$ cat config.mk
export PLATFORM = sky130hd
export DESIGN_NAME = rk4_ode_integrator
export DESIGN_NICKNAME = d
export VERILOG_FILES = /design/src/rtl/core/rk4_pkg.sv /design/src/rtl/core/rk4_mul.sv /design/src/rtl/core/rk4_ode_integrator.sv
export SDC_FILE = /design/constraint.sdc
export NUM_CORES = 2
export LEC_CHECK = 0
export BUFFER_PORTS_ARGS = -buffer_cell sky130_fd_sc_hd__buf_2
export CAP_MARGIN = 5
export CORE_UTILIZATION = 38
export DETAILED_ROUTE_END_ITERATION = 6
export GPL_TIMING_DRIVEN = 0
export REMOVE_ABC_BUFFERS = 1
export SETUP_SLACK_MARGIN = 0.15
export SYNTH_ARGS = -nofsm -noshare
export SYNTH_HDL_FRONTEND = slang
export SYNTH_SLANG_ARGS = --single-unit
$ cat constraint.sdc
create_clock -name aclk -period 6.7 [get_ports aclk]
set_input_delay 1.34 -clock aclk [delete_from_list [all_inputs] [get_ports aclk]]
set_output_delay 1.34 -clock aclk [all_outputs]
set_load 0.005 [all_outputs]
$ cat src/rtl/core/rk4_pkg.sv
`default_nettype none

package rk4_pkg;

    localparam int unsigned Q_WIDTH = 32;

    typedef logic signed [Q_WIDTH-1:0] q_t;

    localparam q_t Q_MAX = 32'sh7FFF_FFFF;
    localparam q_t Q_MIN = 32'sh8000_0000;

    // Status codes on the final point of a run.
    localparam logic [1:0] ST_REACHED = 2'd0;
    localparam logic [1:0] ST_LIMIT   = 2'd1;
    localparam logic [1:0] ST_BEYOND  = 2'd2;

    typedef struct packed {
        logic start;
        q_t   a;
        q_t   b;
    } mul_req_t;

    typedef struct packed {
        logic done;
        q_t   prod;
    } mul_rsp_t;

    // Saturate a 33-bit signed sum to 32 bits.
    function automatic q_t sat33(input logic signed [Q_WIDTH:0] v);
        q_t r;
        if (v[Q_WIDTH] != v[Q_WIDTH-1]) begin
            r = v[Q_WIDTH] ? Q_MIN : Q_MAX;
        end else begin
            r = v[Q_WIDTH-1:0];
        end
        return r;
    endfunction

endpackage

`default_nettype wire

$ cat src/rtl/core/rk4_mul.sv
`default_nettype none

// Signed fixed-point multiplier, radix-16 serial: one 4-bit digit of b per cycle.
// The product is floored by FRAC_BITS and saturated to 32 bits.
module rk4_mul
    import rk4_pkg::*;
#(
    parameter int FRAC_BITS = 16
) (
    input  wire logic     aclk,
    input  wire logic     aresetn,
    input  wire mul_req_t req,
    output mul_rsp_t      rsp
);

    localparam int HI_W = Q_WIDTH + 4;

    logic                    busy_reg, busy_next;
    logic                    done_reg, done_next;
    logic [2:0]              cnt_reg, cnt_next;
    q_t                      a_reg, a_next;
    logic signed [HI_W-1:0]  hi_reg, hi_next;
    logic [Q_WIDTH-1:0]      lo_reg, lo_next;

    logic signed [4:0]       digit;
    logic signed [HI_W:0]    sum;
    logic [2*Q_WIDTH-1:0]    full;
    logic [Q_WIDTH-FRAC_BITS:0] top;
    logic                    ovf;

    always_comb begin
        // The top digit of b carries its sign; the others are unsigned.
        digit = (cnt_reg == 3'd7) ? {lo_reg[3], lo_reg[3:0]} : {1'b0, lo_reg[3:0]};
        sum   = (HI_W+1)'(hi_reg) + (HI_W+1)'(a_reg) * (HI_W+1)'(digit);

        busy_next = busy_reg;
        done_next = 1'b0;
        cnt_next  = cnt_reg;
        a_next    = a_reg;
        hi_next   = hi_reg;
        lo_next   = lo_reg;
        if (req.start) begin
            busy_next = 1'b1;
            cnt_next  = 3'd0;
            a_next    = req.a;
            hi_next   = '0;
            lo_next   = req.b;
        end else if (busy_reg) begin
            hi_next  = HI_W'(sum >>> 4);
            lo_next  = {sum[3:0], lo_reg[Q_WIDTH-1:4]};
            cnt_next = cnt_reg + 3'd1;
            if (cnt_reg == 3'd7) begin
                busy_next = 1'b0;
                done_next = 1'b1;
            end
        end
    end

    always_ff @(posedge aclk) begin
        if (!aresetn) begin
            busy_reg <= 1'b0;
            done_reg <= 1'b0;
            cnt_reg  <= '0;
        end else begin
            busy_reg <= busy_next;
            done_reg <= done_next;
            cnt_reg  <= cnt_next;
        end
        a_reg  <= a_next;
        hi_reg <= hi_next;
        lo_reg <= lo_next;
    end

    always_comb begin
        full     = {hi_reg[Q_WIDTH-1:0], lo_reg};
        top      = full[2*Q_WIDTH-1:Q_WIDTH+FRAC_BITS-1];
        ovf      = !(&top) && (|top);
        rsp.done = done_reg;
        if (ovf) begin
            rsp.prod = full[2*Q_WIDTH-1] ? Q_MIN : Q_MAX;
        end else begin
            rsp.prod = full[Q_WIDTH+FRAC_BITS-1:FRAC_BITS];
        end
    end

endmodule

`default_nettype wire

$ cat src/rtl/core/rk4_ode_integrator.sv
`default_nettype none

// Channel  | Ports                          | Payload
// ---------+--------------------------------+-----------------------------------------
// input    | s_tvalid s_tready s_tdata      | start_x, start_y, target_x
// result   | m_tvalid m_tready m_tdata ...  | point_x, point_y; tlast = last; tuser = status
// config   | cfg_valid cfg_ready cfg_data   | step_size
//
// One RK4 step takes twelve multiplies on the shared radix-16 serial multiplier; an item
// takes up to MAX_POINTS-1 steps. A step size write forms h/6 bit-serially. Reset is
// synchronous, active low, and restores step 0.25. A point waits in the output register;
// work stalls only when a second point is ready.
module rk4_ode_integrator
    import rk4_pkg::*;
#(
    parameter int MAX_POINTS = 64,
    parameter int FRAC_BITS  = 16
) (
    input  wire logic        aclk,
    input  wire logic        aresetn,
    input  wire logic        s_tvalid,
    output logic             s_tready,
    input  wire logic [95:0] s_tdata,   // start_x, start_y, target_x
    output logic             m_tvalid,
    input  wire logic        m_tready,
    output logic [63:0]      m_tdata,   // point_x, point_y
    output logic             m_tlast,
    output logic [1:0]       m_tuser,   // status
    input  wire logic        cfg_valid,
    output logic             cfg_ready,
    input  wire logic [30:0] cfg_data   // step_size
);

    localparam int          NW         = $clog2(MAX_POINTS);
    localparam logic [30:0] STEP_RESET = 31'd16384;
    localparam logic [30:0] H6_RESET   = STEP_RESET / 6;
    localparam q_t          Q_ONE      = q_t'(1) <<< FRAC_BITS;

    localparam logic [2:0] S_IDLE = 3'd0;
    localparam logic [2:0] S_DIV  = 3'd1;
    localparam logic [2:0] S_EMIT = 3'd2;
    localparam logic [2:0] S_MXX  = 3'd3;
    localparam logic [2:0] S_MXY  = 3'd4;
    localparam logic [2:0] S_ACC  = 3'd5;
    localparam logic [2:0] S_MH   = 3'd6;
    localparam logic [2:0] S_MK   = 3'd7;

    logic [2:0]    state_reg, state_next;
    logic [30:0]   h_reg, h_next;
    logic [30:0]   h6_reg, h6_next;
    logic [4:0]    dcnt_reg, dcnt_next;
    logic [2:0]    rem_reg, rem_next;
    logic [NW-1:0] n_reg, n_next;
    logic [1:0]    stage_reg, stage_next;
    q_t            x_reg, x_next;
    q_t            y_reg, y_next;
    q_t            t_reg, t_next;
    q_t            px_reg, px_next;
    q_t            py_reg, py_next;
    q_t            m_reg, m_next;
    q_t            k_reg, k_next;
    mul_req_t      req_reg, req_next;
    mul_rsp_t      rsp;

    logic          ov_reg, ov_next;
    q_t            ox_reg, ox_next;
    q_t            oy_reg, oy_next;
    logic          ol_reg, ol_next;
    logic [1:0]    os_reg, os_next;

    logic [3:0]                 rtrial;
    logic signed [Q_WIDTH:0]    nx;
    q_t                         x_hh, x_h, t2, m2x, delta;
    logic                       out_free;

    rk4_mul #(.FRAC_BITS(FRAC_BITS)) u_mul (
        .aclk    (aclk),
        .aresetn (aresetn),
        .req     (req_reg),
        .rsp     (rsp)
    );

    always_comb begin
        rtrial   = {rem_reg, h_reg[dcnt_reg]};
        nx       = {x_reg[Q_WIDTH-1], x_reg} + {2'b00, h_reg};
        x_hh     = sat33({x_reg[Q_WIDTH-1], x_reg} + {3'b000, h_reg[30:1]});
        x_h      = sat33(nx);
        t2       = sat33({rsp.prod, 1'b0});
        m2x      = sat33({m_reg, 1'b0});
        delta    = (stage_reg == 2'd2) ? rsp.prod : (rsp.prod >>> 1);
        out_free = !ov_reg || m_tready;

        state_next = state_reg;
        h_next     = h_reg;
        h6_next    = h6_reg;
        dcnt_next  = dcnt_reg;
        rem_next   = rem_reg;
        n_next     = n_reg;
        stage_next = stage_reg;
        x_next     = x_reg;
        y_next     = y_reg;
        t_next     = t_reg;
        px_next    = px_reg;
        py_next    = py_reg;
        m_next     = m_reg;
        k_next     = k_reg;
        req_next   = req_reg;
        req_next.start = 1'b0;

        ov_next = ov_reg && !m_tready;
        ox_next = ox_reg;
        oy_next = oy_reg;
        ol_next = ol_reg;
        os_next = os_reg;

        case (state_reg)
            S_IDLE: begin
                if (cfg_valid) begin
                    h_next     = cfg_data;
                    dcnt_next  = 5'd30;
                    rem_next   = '0;
                    state_next = S_DIV;
                end else if (s_tvalid) begin
                    x_next     = s_tdata[31:0];
                    y_next     = s_tdata[63:32];
                    t_next     = s_tdata[95:64];
                    n_next     = '0;
                    state_next = S_EMIT;
                end
            end
            S_DIV: begin
                // Restoring division by six, one quotient bit a cycle.
                if (rtrial >= 4'd6) begin
                    rem_next = 3'(rtrial - 4'd6);
                    h6_next  = {h6_reg[29:0], 1'b1};
                end else begin
                    rem_next = rtrial[2:0];
                    h6_next  = {h6_reg[29:0], 1'b0};
                end
                dcnt_next = dcnt_reg - 5'd1;
                if (dcnt_reg == 5'd0) begin
                    state_next = S_IDLE;
                end
            end
            S_EMIT: begin
                if (out_free) begin
                    ov_next = 1'b1;
                    ox_next = x_reg;
                    oy_next = y_reg;
                    ol_next = 1'b1;
                    if (x_reg > t_reg) begin
                        os_next = ST_BEYOND;
                    end else if (x_reg == t_reg ||
                                 nx > $signed({t_reg[Q_WIDTH-1], t_reg})) begin
                        os_next = ST_REACHED;
                    end else if (n_reg == NW'(MAX_POINTS - 1)) begin
                        os_next = ST_LIMIT;
                    end else begin
                        os_next = ST_REACHED;
                        ol_next = 1'b0;
                    end
                    if (ol_next) begin
                        state_next = S_IDLE;
                    end else begin
                        n_next         = n_reg + NW'(1);
                        stage_next     = 2'd0;
                        px_next        = x_reg;
                        py_next        = y_reg;
                        req_next.start = 1'b1;
                        req_next.a     = x_reg;
                        req_next.b     = x_reg;
                        state_next     = S_MXX;
                    end
                end
            end
            S_MXX: begin
                if (rsp.done) begin
                    req_next.start = 1'b1;
                    req_next.a     = rsp.prod;
                    req_next.b     = py_reg;
                    state_next     = S_MXY;
                end
            end
            S_MXY: begin
                if (rsp.done) begin
                    m_next     = sat33({Q_ONE[Q_WIDTH-1], Q_ONE} - {t2[Q_WIDTH-1], t2});
                    state_next = S_ACC;
                end
            end
            S_ACC: begin
                req_next.start = 1'b1;
                if (stage_reg == 2'd0) begin
                    k_next = m_reg;
                end else if (stage_reg == 2'd3) begin
                    k_next = sat33({k_reg[Q_WIDTH-1], k_reg} + {m_reg[Q_WIDTH-1], m_reg});
                end else begin
                    k_next = sat33({k_reg[Q_WIDTH-1], k_reg} + {m2x[Q_WIDTH-1], m2x});
                end
                if (stage_reg == 2'd3) begin
                    req_next.a = {1'b0, h6_reg};
                    req_next.b = k_next;
                    state_next = S_MK;
                end else begin
                    req_next.a = m_reg;
                    req_next.b = {1'b0, h_reg};
                    state_next = S_MH;
                end
            end
            S_MH: begin
                if (rsp.done) begin
                    stage_next     = stage_reg + 2'd1;
                    py_next        = sat33({y_reg[Q_WIDTH-1], y_reg} + {delta[Q_WIDTH-1], delta});
                    px_next        = (stage_reg == 2'd2) ? x_h : x_hh;
                    req_next.start = 1'b1;
                    req_next.a     = px_next;
                    req_next.b     = px_next;
                    state_next     = S_MXX;
                end
            end
            S_MK: begin
                if (rsp.done) begin
                    y_next     = sat33({y_reg[Q_WIDTH-1], y_reg} +
                                       {rsp.prod[Q_WIDTH-1], rsp.prod});
                    x_next     = nx[Q_WIDTH-1:0];
                    state_next = S_EMIT;
                end
            end
            default: begin
                state_next = S_IDLE;
            end
        endcase
    end

    always_ff @(posedge aclk) begin
        if (!aresetn) begin
            state_reg     <= S_IDLE;
            h_reg         <= STEP_RESET;
            h6_reg        <= H6_RESET;
            ov_reg        <= 1'b0;
            req_reg.start <= 1'b0;
        end else begin
            state_reg     <= state_next;
            h_reg         <= h_next;
            h6_reg        <= h6_next;
            ov_reg        <= ov_next;
            req_reg.start <= req_next.start;
        end
        req_reg.a <= req_next.a;
        req_reg.b <= req_next.b;
        dcnt_reg  <= dcnt_next;
        rem_reg   <= rem_next;
        n_reg     <= n_next;
        stage_reg <= stage_next;
        x_reg     <= x_next;
        y_reg     <= y_next;
        t_reg     <= t_next;
        px_reg    <= px_next;
        py_reg    <= py_next;
        m_reg     <= m_next;
        k_reg     <= k_next;
        ox_reg    <= ox_next;
        oy_reg    <= oy_next;
        ol_reg    <= ol_next;
        os_reg    <= os_next;
    end

    assign s_tready  = (state_reg == S_IDLE) && !cfg_valid;
    assign cfg_ready = (state_reg == S_IDLE);
    assign m_tvalid  = ov_reg;
    assign m_tdata   = {oy_reg, ox_reg};
    assign m_tlast   = ol_reg;
    assign m_tuser   = os_reg;

endmodule

`default_nettype wire
==> results.sh <==
export IMPL_placed_area_um2=43400
export IMPL_path_class="reg -> reg"
export IMPL_yosysWarnings=0
export IMPL_die_y_um=329
export IMPL_rows=119
export IMPL_postLayoutCoreUtil_pct=44.0
export IMPL_largest_reg_flops=65
export IMPL_path_cells="ha_1, o211ai_1, o211ai_2, nand4_1, and4b_1, o32ai_1, a31oi_1, xnor2_1, ha_1, nand4_1, or3_1, o31ai_1, a211oi_2, buf_4, nand2_2, nor3_4, buf_4, a21oi_1, o221ai_1"
export IMPL_p_leak_uw=0.0190
export IMPL_worst_hold_startpoint="req_reg[46]$_DFFE_PP_"
export IMPL_synth_edf_count=403
export IMPL_holdPathStages=0
export IMPL_final_common_cell="nand2_1"
export IMPL_maxSlewViolCount=0
export IMPL_path_max_fanout=8
export IMPL_ff2ff_path_depth=19
export IMPL_ys_seq_elements=508
export IMPL_grt_ovfl_total=0
export IMPL_port_buffers=201
export IMPL_die_area_um2=108000
export IMPL_final_nets=5099
export IMPL_worst_pin_slew_ns=1.21
export IMPL_setup_worst_path_start="x_reg[4]$_DFFE_PP_"
export IMPL_drtPass1Iterations=6
export IMPL_drtIter0Drc=2985
export IMPL_max_stage_delay_ns=0.76
export IMPL_post_route_min_period_ns=6.37
export IMPL_critical_path_arrival_ns=6.74
export IMPL_synthDistinctLibCells=110
export IMPL_ant_nets=0
export IMPL_relSlewSlack_pct=19.7
export IMPL_hp_class="reg -> reg"
export IMPL_numCtsBuffers=60
export IMPL_antenna_found_initial=5
export IMPL_cts_root_buf="clkbuf_16"
export IMPL_fin_area_um2=46500
export IMPL_cts_htree_levels=2
export IMPL_start_util_pct=38.5
export IMPL_worstSetupStartpointType="register"
export IMPL_multi_input_area_um2=25300
export IMPL_grt_pass1_vias=33827
export IMPL_status="finished clean"
export IMPL_clockBufferDepth=3
export IMPL_clock_fmax_ghz=0.157
export IMPL_cp_data_required_time_ns=7.06
export IMPL_cp_slowest_cell="o32ai_1"
export IMPL_synth_avg_cell_area_um2=9.42
export IMPL_grt_start_max_net_pins=70
export IMPL_synth_seq_area_share_pct=34.9
export IMPL_ios=202
export IMPL_die_width_um=329
export IMPL_p_total_uw=17900
export IMPL_wl_per_cell_um=23.8
export IMPL_min_period_over_period_pct=95.1
export IMPL_drv_cap=0
export IMPL_clk_pin_slew_ns=0.07
export IMPL_area_delta_synth_final_pct=14.2
export IMPL_tns_ns=0
export IMPL_rsz0062_at_grt="no"
export IMPL_powerDensity_nw_per_um2=384
export IMPL_core_area_um2=106000
export IMPL_register_area_um2=14200
export IMPL_dpl_hpwl_um=109000
export IMPL_place_ws_ns=-3.61
export IMPL_track_usage_pct=25.5
export IMPL_synth_flop_cell="edfxtp_1"
export IMPL_gp_congestion=0.996
export IMPL_viasPerCell=5.83
export IMPL_wirelength_um=141000
export IMPL_hold_violations=0
export IMPL_final_cell_mix="488 x nand2_1, 403 x edfxtp_1, 334 x ha_1, 323 x a21oi_1, 283 x inv_1"
export IMPL_timing_rr_start="x_reg[4]$_DFFE_PP_"
export IMPL_worst_ir_drop_vdd_mv=0.308
export IMPL_ctsHoldBuffers=0
export IMPL_syn_instance_count=4324
export IMPL_cts_tree="done"
export IMPL_fin_skew_ns=0.0565
export IMPL_grt_first_pass_wirelength_um=209000
export IMPL_setup_ws_ns=0.329
export IMPL_cts_sinks=508
export IMPL_nFillCells=10299
export IMPL_cp_end_kind="register"
export IMPL_drc=0
export IMPL_final_setup_viol_count=0
export IMPL_vias=34616
export IMPL_layout_drive_gt1_share_pct=13.7
export IMPL_clkLatencyLatePin_ns=0.70
export IMPL_syn_area_um2=40700
export IMPL_async_flop_share_pct=0
## metal layers
metal	track usage [%]	wire [µm]	up-vias
li1	-	-	16144
met1	31.6	56800	16770
met2	42.2	65900	1358
met3	3.73	9560	336
met4	15.1	9020	8
met5	0	49	-
## cells in the mapped netlist (all sizes together), types with 105 or more instances
| cell | instances | area share (%) |
|---|---|---|
| xnor2 | 127 | 2.7 |
| fa | 137 | 6.7 |
| a21o | 152 | 2.8 |
| nor2 | 284 | 2.7 |
| a21oi | 345 | 4.3 |
| inv | 288 | 2.7 |
| edfxtp | 403 | 30 |
| nand2 | 493 | 4.5 |
| ha | 341 | 10 |
| clkbuf | 148 | 1.5 |
| dfxtp | 105 | 5.2 |
| o21ai | 260 | 3.2 |
## final timing paths
kind,to,slack (ns)
setup reg to reg,req_reg[57]$_DFFE_PP_,0.33
hold / removal,u_mul.a_reg[14]$_DFFE_PP_,0.42
setup / recovery,req_reg[57]$_DFFE_PP_,0.33
hold reg to reg,u_mul.a_reg[14]$_DFFE_PP_,0.42
## power by group
part           leakage (µW)  internal, µW  switching [µW]
logic                0.0134          3760            5730
clock network       0.00102          2070            1520
registers           0.00459          4090             703
## metrics by stage
step,std cells,hold WS (ns)
finish,5933,0.419
global route,5932,0.424
CTS,5915,0.420
detailed placement,5773,0.405
global placement,5735,0.401
floorplan,4143,0.400
## timing repair
item	4_1_cts	5_1_grt
buffers inserted	27	13
gates cloned	1	2
endpoints found under the setup margin	318	226
pin swaps	9	16
resized for setup	56	41
## logic make-up after synthesis
kind of cell / count (synthesis) / share of synthesized area (%)
AND/OR/NAND/NOR: 1231 / 14.0
XOR/XNOR: 213 / 4.58
multiplexers: 136 / 3.76
adder cells (fa/ha/maj): 490 / 17.5
flip-flops: 508 / 34.9
buffers and inverters: 470 / 4.56
AO/OA/AOI/OAI: 1276 / 20.7
## worst max-delay path: cells and delay by family, from the launching register on
family	cells	cell delay, ns
buffers and inverters	2	0.38
XOR/XNOR	1	0.37
flip-flops	1	0.54
AO/OA/AOI/OAI	8	2.76
adder cells (fa/ha/maj)	2	0.62
AND/OR/NAND/NOR	6	1.36
## area by class of cell
| type | instances | share of cell area (%) |
|---|---|---|
| multi-input combinational | 3349 | 54.3 |
| sequential | 508 | 30.6 |
| timing repair buffer | 281 | 4.38 |
| tap | 1391 | 3.74 |
| clock buffer | 75 | 3.62 |
| inverter | 289 | 2.37 |
| clock inverter | 39 | 0.974 |
| antenna | 1 | 0.00538 |
(Power assumes the default switching activity.)
